File: src/hdl/cgdp_pkg.sv
// ----------------------------------------------------------------------------
// cgdp_pkg
// Shared types, constants and helpers for the chaos game density plotter.
// ----------------------------------------------------------------------------
package cgdp_pkg;

  // grid and number formats
  localparam int GRID_ROWS  = 64;
  localparam int GRID_COLS  = 256;
  localparam int COUNT_BITS = 24;
  localparam int FRAC_BITS  = 16;

  localparam int ROW_W      = 6;
  localparam int COL_W      = 8;
  localparam int LEVEL_W    = 3;
  localparam int SEL_W      = 2;
  localparam int ROW_IDX_W  = $clog2(GRID_ROWS);
  localparam int COL_IDX_W  = $clog2(GRID_COLS);
  localparam int ADDR_W     = ROW_IDX_W + COL_IDX_W;
  localparam int HIST_DEPTH = GRID_ROWS * GRID_COLS;

  // configuration port
  localparam int CFG_IDX_W  = 3;
  localparam int CFG_DATA_W = 16;

  localparam logic [COUNT_BITS-1:0] COUNT_MAX = {COUNT_BITS{1'b1}};

  typedef enum logic [CFG_IDX_W-1:0] {
    REG_V0X  = 3'd0,
    REG_V0Y  = 3'd1,
    REG_V1X  = 3'd2,
    REG_V1Y  = 3'd3,
    REG_V2X  = 3'd4,
    REG_V2Y  = 3'd5,
    REG_ROWL = 3'd6,
    REG_COLL = 3'd7
  } cfg_idx_e;

  typedef enum logic {
    FUNC_PLOT = 1'b0,
    FUNC_READ = 1'b1
  } func_e;

  typedef enum logic [SEL_W-1:0] {
    SEL_V0   = 2'd0,
    SEL_V1   = 2'd1,
    SEL_V2   = 2'd2,
    SEL_NONE = 2'd3
  } vsel_e;

  // configuration register set
  typedef struct packed {
    logic [2:0][FRAC_BITS-1:0] vx;
    logic [2:0][FRAC_BITS-1:0] vy;
    logic [ROW_W-1:0]          row_limit;
    logic [COL_W-1:0]          col_limit;
  } cfg_t;

  typedef struct packed {
    logic             func;
    logic [SEL_W-1:0] vertex_select;
    logic [ROW_W-1:0] read_row;
    logic [COL_W-1:0] read_col;
  } in_item_t;

  typedef struct packed {
    logic [ROW_W-1:0]      cell_row;
    logic [COL_W-1:0]      cell_col;
    logic [COUNT_BITS-1:0] cell_count;
    logic [LEVEL_W-1:0]    density_level;
  } out_item_t;

  // level: 0 when empty, else 1 + min(4, floor(4*count/peak)); peak zero gives 5
  function automatic logic [LEVEL_W-1:0] level_of(logic [COUNT_BITS-1:0] count,
                                                  logic [COUNT_BITS-1:0] peak);
    logic [COUNT_BITS+1:0] c4;
    logic [COUNT_BITS+1:0] p1;
    logic [COUNT_BITS+1:0] p2;
    logic [COUNT_BITS+1:0] p3;
    logic [COUNT_BITS+1:0] p4;
    logic [LEVEL_W-1:0]    lvl;
    c4  = {count, 2'b00};
    p1  = {2'b00, peak};
    p2  = {1'b0, peak, 1'b0};
    p3  = p1 + p2;
    p4  = {peak, 2'b00};
    lvl = LEVEL_W'(1) + LEVEL_W'(c4 >= p1) + LEVEL_W'(c4 >= p2)
        + LEVEL_W'(c4 >= p3) + LEVEL_W'(c4 >= p4);
    if (count == '0) begin
      lvl = '0;
    end
    return lvl;
  endfunction

endpackage

File: src/hdl/cgdp_cfg_regs.sv
// ----------------------------------------------------------------------------
// cgdp_cfg_regs
// Vertex positions and scaling limits, written through the config port.
// ----------------------------------------------------------------------------
module cgdp_cfg_regs import cgdp_pkg::*; (
  input  logic                  clk_i,
  input  logic                  rst_ni,
  input  logic                  cfg_we_i,
  input  logic [CFG_IDX_W-1:0]  cfg_idx_i,
  input  logic [CFG_DATA_W-1:0] cfg_wdata_i,
  output cfg_t                  cfg_o
);

  cfg_t cfg_q;

  // register writes, reset to the default triangle
  always_ff @(posedge clk_i or negedge rst_ni) begin
    if (!rst_ni) begin
      cfg_q.vx        <= {16'd58982, 16'd6554, 16'd32768};
      cfg_q.vy        <= {16'd58982, 16'd58982, 16'd6554};
      cfg_q.row_limit <= ROW_W'(63);
      cfg_q.col_limit <= COL_W'(255);
    end else if (cfg_we_i) begin
      unique case (cfg_idx_e'(cfg_idx_i))
        REG_V0X:  cfg_q.vx[0]     <= cfg_wdata_i[FRAC_BITS-1:0];
        REG_V0Y:  cfg_q.vy[0]     <= cfg_wdata_i[FRAC_BITS-1:0];
        REG_V1X:  cfg_q.vx[1]     <= cfg_wdata_i[FRAC_BITS-1:0];
        REG_V1Y:  cfg_q.vy[1]     <= cfg_wdata_i[FRAC_BITS-1:0];
        REG_V2X:  cfg_q.vx[2]     <= cfg_wdata_i[FRAC_BITS-1:0];
        REG_V2Y:  cfg_q.vy[2]     <= cfg_wdata_i[FRAC_BITS-1:0];
        REG_ROWL: cfg_q.row_limit <= cfg_wdata_i[ROW_W-1:0];
        REG_COLL: cfg_q.col_limit <= cfg_wdata_i[COL_W-1:0];
        default:  cfg_q           <= cfg_q;
      endcase
    end
  end

  assign cfg_o = cfg_q;

endmodule

File: config.mk
export PLATFORM = sky130hd
export DESIGN_NAME = cgdp_cfg_regs
export DESIGN_NICKNAME = d
export VERILOG_FILES = /design/src/hdl/cgdp_pkg.sv /design/src/hdl/cgdp_cfg_regs.sv
export SDC_FILE = /design/constraint.sdc
export NUM_CORES = 1
export LEC_CHECK = 0
export BUFFER_PORTS_ARGS = -buffer_cell sky130_fd_sc_hd__buf_2
export CORE_ASPECT_RATIO = 1.4
export CORE_MARGIN = 2
export CORE_UTILIZATION = 30
export DETAILED_ROUTE_END_ITERATION = 10
export GPL_TIMING_DRIVEN = 0
export PLACE_DENSITY_LB_ADDON = 0.1
export SYNTH_ARGS = -nofsm -noshare
export SYNTH_HDL_FRONTEND = slang
export SYNTH_SLANG_ARGS = --single-unit
export TNS_END_PERCENT = 10
File: constraint.sdc
create_clock -name clk_i -period 1.4 [get_ports clk_i]
set_input_delay 0.14 -clock clk_i [delete_from_list [all_inputs] [get_ports clk_i]]
set_output_delay 0.14 -clock clk_i [all_outputs]
set_load 0.01 [all_outputs]
==> summary.txt, run 1 <==
Outcome
  • Status: finished, final reports clean

Power and ir drop
  • Switching Share: 0.274
  • P_int: 6520 uW
  • Peak VDD IR: 0.590 mV
  • Clock share of power: 0.274
  • PD cells: 1630 mW/mm^2
  • P_sw: 2460 uW
  • Seq pwr share: 0.496
  • Lkg Pwr: 0.00249 uW
  • Gate power share: 0.230
  • Power Total: 8980 uW

Timing
  • Worst Max-Slew Pin Slew: 0.730 ns
  • Setup ws final: 0.198 ns
  • Final Hold Fails: 0
  • Setup TNS Final: 0 ns
  • RSZ-0062 raised after global routing: false
  • Peak Freq: 0.832 GHz
  • # setup viols final: 0
  • Pins Over Slew Limit: 0
  • Fin crit share: 0.859
  • Clock skew: 0 ns
  • Slew headroom: 0.514
  • Tmin final: 1.20 ns

Synthesis
  • Post-synthesis mux area share: 0.297
  • Top-area cell type share of the netlist area: 0.342
  • Unique masters post-synth: 13
  • Adder-cell share of the synthesized area: 0
  • Post-synthesis compound-gate area fraction: 0
  • Syn Area/Cell: 17.9 sq um
  • Ys Warns: 0
  • Number of synthesized flops with an enable pin: 0
  • Largest family of logic cells by synthesized area: multiplexers
  • Area contributors post-synth: dfstp_2 (34%), dfrtp_1 (31%), mux2_2 (26%)
  • Net Count, Synth: 263
  • Post-synthesis xor/xnor area fraction: 0
  • Area leader, netlist: dfstp_2
  • Seq/Total Area, Yosys: 0.656
  • Dominant synthesized flop cell: dfstp_2
  • #FFs+latches synth: 110
  • Synth Area in Simple Gates: 0.0230
  • Most numerous cell in the Yosys netlist: mux2_2
  • Post-synthesis cell area: 0.00430 sq mm
  • Fraction of registers with async set/reset: 1.00
  • Synth cell count leaders: mux2_2 (100), dfstp_2 (56), dfrtp_1 (54)
  • Syn Inst Count: 241

Routing
  • Detailed Routing Iterations Pass 1: 2
  • Routed via count: 2,555
  • Drt drc: 0
  • DRT antenna net count: 0
  • Total wire length: 10.0 mm
  • Via-per-instance ratio: 4.47
  • Detailed Route Iter0 Violations: 29
  • Wire per inst: 17.6 microns

Hold path
  • Hold path startpoint: cfg_wdata_i[11]
  • Worst Hold Class: in2reg

Die
  • Die area: 0.0153 sq mm
  • Die width: 105 microns
  • Starting Density: 0.308
  • Top-Level Pins: 132
  • Row count: 51
  • Core ar.: 0.0140 sq mm
  • Die height: 146 microns

Worst setup path
  • Reg2reg start: cfg_o[54]
  • Arr. time, crit path: 1.42 ns
  • Crit path launch: cfg_idx_i[1]
  • Worst Setup Start Kind: primary input
  • Crit path capture type: flop
  • Critical path fanouts, max: 10
  • Critical path type: in2reg
  • CP Data Required Time: 1.62 ns

Global route
  • Largest net degree at the start of global routing: 58
  • First-pass GRT wire length: 16.0 mm
  • Initial antenna violation count: 0
  • Vias in the first global route: 2,664
  • GR Overflow Total: 0
  • Tot GR Track Use: 0.135

Placement
  • I/O Buffers: 127
  • Pre-CTS WS: -0.209 ns
  • RD Place Congestion: 0.659
  • Post-DP HPWL: 6.95 mm
  • Post-DP Area: 0.00520 sq mm

Finish
  • FF/Latch Area: 0.00282 sq mm
  • Ant. Diodes: 0
  • Share of cells above drive strength 1: 0.842
  • Area growth from synthesis to layout: 27.8%
  • Footprint of the multi-input gates: 0.00138 sq mm
  • Largest register FFs: 110
  • Fin nets: 403
  • Final instance area: 0.00550 sq mm
  • # fillers: 1,343

CTS
  • Setup bufs post-CTS: 0
  • Later-pin clock latency in the skew report: 0.34 ns
  • Worst-path clk slew: 0.07 ns
  • Clock sinks: 110
  • CTS resizes: 0
  • CTS Buf Count: 9
  • CTS tree: built
  • CTS max path bufs: 2
  • Depth of the CTS H-tree: 3
  • CTS root buffer: clkbuf_16

Run
  • Max-cap violation count: 0
[power groups by stage]
stage / clock, uW / sequential [uW] / combinational (uW)
3_5_place_dp: 0 / 4520 / 2110
4_1_cts: 2590 / 4470 / 2120
3_3_place_gp: 0 / 4490 / 2090
6_report: 2460 / 4460 / 2060
5_1_grt: 2720 / 4560 / 2240
2_1_floorplan: 0 / 4870 / 737
[layer usage]
| metal | routed length, microns | up-vias | part of all wire | global-route usage |
|---|---|---|---|---|
| li1 | - | 1149 | - | - |
| met2 | 4820 | 92 | 0.48 | 0.215 |
| met4 | 105 | 0 | 0.010 | 0.0460 |
| met5 | 0 | - | 0 | 0 |
| met1 | 4410 | 1306 | 0.44 | 0.173 |
| met3 | 711 | 8 | 0.071 | 0.0430 |
[cell type report]
class | instances | share of cell area
Buffer | 13 | 0.0191
Tap cell | 185 | 0.0421
Sequential cell | 110 | 0.513
Multi-Input combinational cell | 118 | 0.250
Clock inverter | 4 | 0.00569
Clock buffer | 12 | 0.0467
Timing Repair Buffer | 129 | 0.123
[critical path, cell delays in order]
cell and delay (ns):
buf_4 0.15, nor4b_4 0.56, buf_8 0.25, mux2_4 0.31
[kinds of logic after synthesis]
kind of cell,Yosys count
AND/OR/NAND/NOR,8
buffers and inverters,13
multiplexers,110
flip-flops,110
[metrics by stage]
stage / std cells / utilization / hold WS (ns)
after floorplan: 241 / - / -0.156
after global placement: 553 / 0.370 / 0.452
after detailed placement: 554 / 0.372 / 0.253
after CTS: 571 / 0.393 / 0.0879
after global routing: 571 / 0.393 / 0.101
final: 571 / 0.393 / 0.100
[path summary, 6_finish.rpt]
check | endpoint | slack, ns | cells past startpoint
worst max register to register | cfg_o[54] | 0.62 | 1
worst min-delay path | cfg_o[73] | 0.10 | 2
worst max-delay path | cfg_o[69] | 0.20 | 4
worst min register to register | cfg_o[30] | 0.50 | 1
max in group asynchronous | cfg_o[81] | 0.22 | 3
min in group asynchronous | cfg_o[75] | 0.39 | 2
[cells in the final DEF (no fill, tap or decap), drive strengths merged]
master       count
buf            141
clkbuf          12
clkinvlp         3
dfrtp           54
dfstp           56
dlygate4sd3      1
inv              1
mux2           110
nand4            1
nand4b           3
nor4b            1
nor4bb           3
[timing repair]
action | CTS | global route
endpoints found under the hold margin | 29 | 0
endpoints found under the setup margin | 0 | 0
hold buffers | 1 | 0
Power figures use the tool's default switching activity.
==> run 2, diff against run 1 <==
CELL_PAD_IN_SITES_DETAIL_PLACEMENT = 0   (was default)
CELL_PAD_IN_SITES_GLOBAL_PLACEMENT = 1   (was default)
CORE_UTILIZATION = 40   (was 30)
==> summary.txt, run 2 (same netlist as run 1, synthesis figures left out) <==
Outcome
  • Status: finished, final reports clean

Routing
  • Detailed Routing Iterations Pass 1: 2 (unchanged)
  • Total wire length: 9.32 mm (-7.2%)
  • Wire per inst: 17.8 microns (+1.1%)
  • Detailed Route Iter0 Violations: 57 (+97%)
  • DRT antenna net count: 0 (unchanged)
  • Via-per-instance ratio: 4.88 (+9.1%)
  • Drt drc: 0 (unchanged)
  • Routed via count: 2,558 (+0.12%)

Global route
  • Grt met2 use: 0.275 (+0.0592)
  • GR Util met3: 0.0428 (-0.000236)
  • Global routing's busiest layer: met2
  • Tot GR Track Use: 0.168 (+0.0329)
  • GR Overflow Total: 0 (unchanged)
  • Vias in the first global route: 2,701 (+1.4%)
  • Largest net degree at the start of global routing: 57 (-1.7%)
  • First-pass GRT wire length: 14.9 mm (-7.0%)
  • Initial antenna violation count: 0 (unchanged)
  • Met1 global-route usage: 0.215 (+0.0419)

Hold path
  • Worst Hold Class: in2reg

Finish
  • Final Util: 0.524 (+0.131)
  • Final instance area: 0.00545 sq mm (-0.82%)
  • Commonest non-fill, non-tap cells in the layout: buf_2 (132), mux2_2 (100), dfstp_2 (56)
  • Share of cells above drive strength 1: 0.842 (unchanged)
  • Most common cell after layout, fill and taps aside: buf_2
  • Ant. Diodes: 0 (unchanged)
  • Largest register FFs: 110 (unchanged)
  • Non-filler cells, final: 524 (-8.2%)
  • Fin nets: 403 (unchanged)
  • Area growth from synthesis to layout: 26.7%
  • # fillers: 949 (-29%)

CTS
  • CTS resizes: 0 (unchanged)
  • Worst-path clk slew: 0.07 ns (about the same)
  • CTS Buf Count: 9 (unchanged)
  • CTS root buffer: clkbuf_16
  • CTS tree: built
  • Depth of the CTS H-tree: 3 (unchanged)
  • CTS max path bufs: 2 (unchanged)
  • Clock sinks: 110 (unchanged)
  • Later-pin clock latency in the skew report: 0.34 ns (about the same)

Placement
  • Post-DP HPWL: 6.51 mm (-6.3%)
  • Post-DP Area: 0.00514 sq mm (-1.1%)
  • I/O Buffers: 127 (unchanged)
  • Placed insts: 507 (-8.5%)
  • RD Place Congestion: 0.714 (+8.3%)

Worst setup path
  • Reg2reg start: cfg_o[68]
  • Crit path capture type: flop
  • CP cell instances: buf_4 -> nor4b_4 -> buf_8 -> mux2_4
  • Critical path fanouts, max: 10 (unchanged)
  • Crit path launch: cfg_idx_i[1]
  • CP Data Required Time: 1.64 ns (+0.02 ns)
  • Setup slack, reg-to-reg: 0.62 ns (about the same)
  • Critical path type: in2reg
  • Reg2reg path depth: 1 (unchanged)
  • CP Depth: 4 (unchanged)
  • CP peak stage delay: 0.57 ns (about the same)
  • Reg-to-Reg End: cfg_o[68]
  • Buffers & Inverters on Critical Path: 2 (unchanged)
  • Worst Setup Start Kind: primary input
  • Slowest CP cell: nor4b_4
  • Worst Setup EP: cfg_o[70]
  • Arr. time, crit path: 1.44 ns (+0.02 ns)
  • Largest delay share family, worst path: simple AND/OR/NAND/NOR gates

Power and ir drop
  • PD cells: 1670 mW/mm^2 (+2.1%)
  • Peak VDD IR: 0.712 mV (+21%)
  • Lkg Pwr: 0.00250 uW (+0.41%)

Timing
  • # setup viols final: 0 (unchanged)
  • Pins Over Slew Limit: 0 (unchanged)
  • Tmin final: 1.20 ns (-0.000951 ns)
  • RSZ-0062 raised after global routing: false
  • Fin crit share: 0.858 (about the same)
  • Hold slack: 0.0864 ns (-0.0138 ns)
  • Peak Freq: 0.832 GHz (about the same)
  • Final Hold Fails: 0 (unchanged)
  • Slew headroom: 0.516 (+0.00228)
  • Clock skew: 0 ns (unchanged)
  • Worst Max-Slew Pin Slew: 0.726 ns (-0.00342 ns)

Die
  • Die width: 91.7 microns (-13%)
  • Core ar.: 0.0104 sq mm (-26%)
  • Die height: 127 microns (-13%)
  • Top-Level Pins: 132 (unchanged)
  • Starting Density: 0.414 (+0.106)
  • Die area: 0.0116 sq mm (-24%)
  • Row count: 44 (-14%)

Run
  • Max-cap violation count: 0 (unchanged)
run 2: cell type report:
cell class	instances	area, sq um	share of cell area
flip-flops and latches	110	2820	0.518
repair buffers	129	676	0.124
well taps	138	173	0.0317
clock inverters	5	58.8	0.0108
plain buffers	13	105	0.0193
multi-input cells	118	1380	0.252
clock buffers	11	243	0.0445
run 2: where the power goes:
| group | leakage, uW | total, uW | internal, uW | switching, uW |
|---|---|---|---|---|
| combinational | 0.00113 | 2050 | 1080 | 975 |
| clock | 0.000142 | 2570 | 1440 | 1130 |
| sequential | 0.00124 | 4470 | 4130 | 337 |
| total | 0.00250 | 9100 | 6650 | 2450 |
run 2: metrics by stage:
step | worst slack, ns | total power (uW) | setup TNS, ns
2_1_floorplan | 0.0300 | 5610 | 0
3_3_place_gp | -1.03 | 6550 | -85.81
3_5_place_dp | -0.178 | 6620 | -6.60
4_1_cts | 0.191 | 9220 | 0
5_1_grt | 0.0878 | 9560 | 0
6_report | 0.199 | 9100 | 0
run 2: per-layer routing:
layer / share of wire / up-vias / wire length, microns
li1: - / 1141 / -
met1: 0.43 / 1322 / 4020
met2: 0.49 / 84 / 4540
met3: 0.066 / 11 / 614
met4: 0.016 / 0 / 149
met5: 0 / - / 0
run 2: worst min-delay path by stage:
stage / cells after the start / to / start / slack (ns)
6_report: 2 / cfg_o[76] / cfg_wdata_i[14] / 0.09
5_1_grt: 2 / cfg_o[74] / cfg_wdata_i[12] / 0.10
4_1_cts: 2 / cfg_o[76] / cfg_wdata_i[14] / 0.08
3_5_place_dp: 1 / cfg_o[87] / rst_ni / 0.25
3_3_place_gp: 2 / cfg_o[76] / cfg_wdata_i[14] / 0.45
2_1_floorplan: 0 / cfg_o[101] / rst_ni / -0.16
run 2: repair_timing:
action / CTS / global route
hold buffers: 1 / 0
endpoints found under the setup margin: 0 / 0
buffers inserted: 0 / 0
hold endpoints to repair: 22 / 0
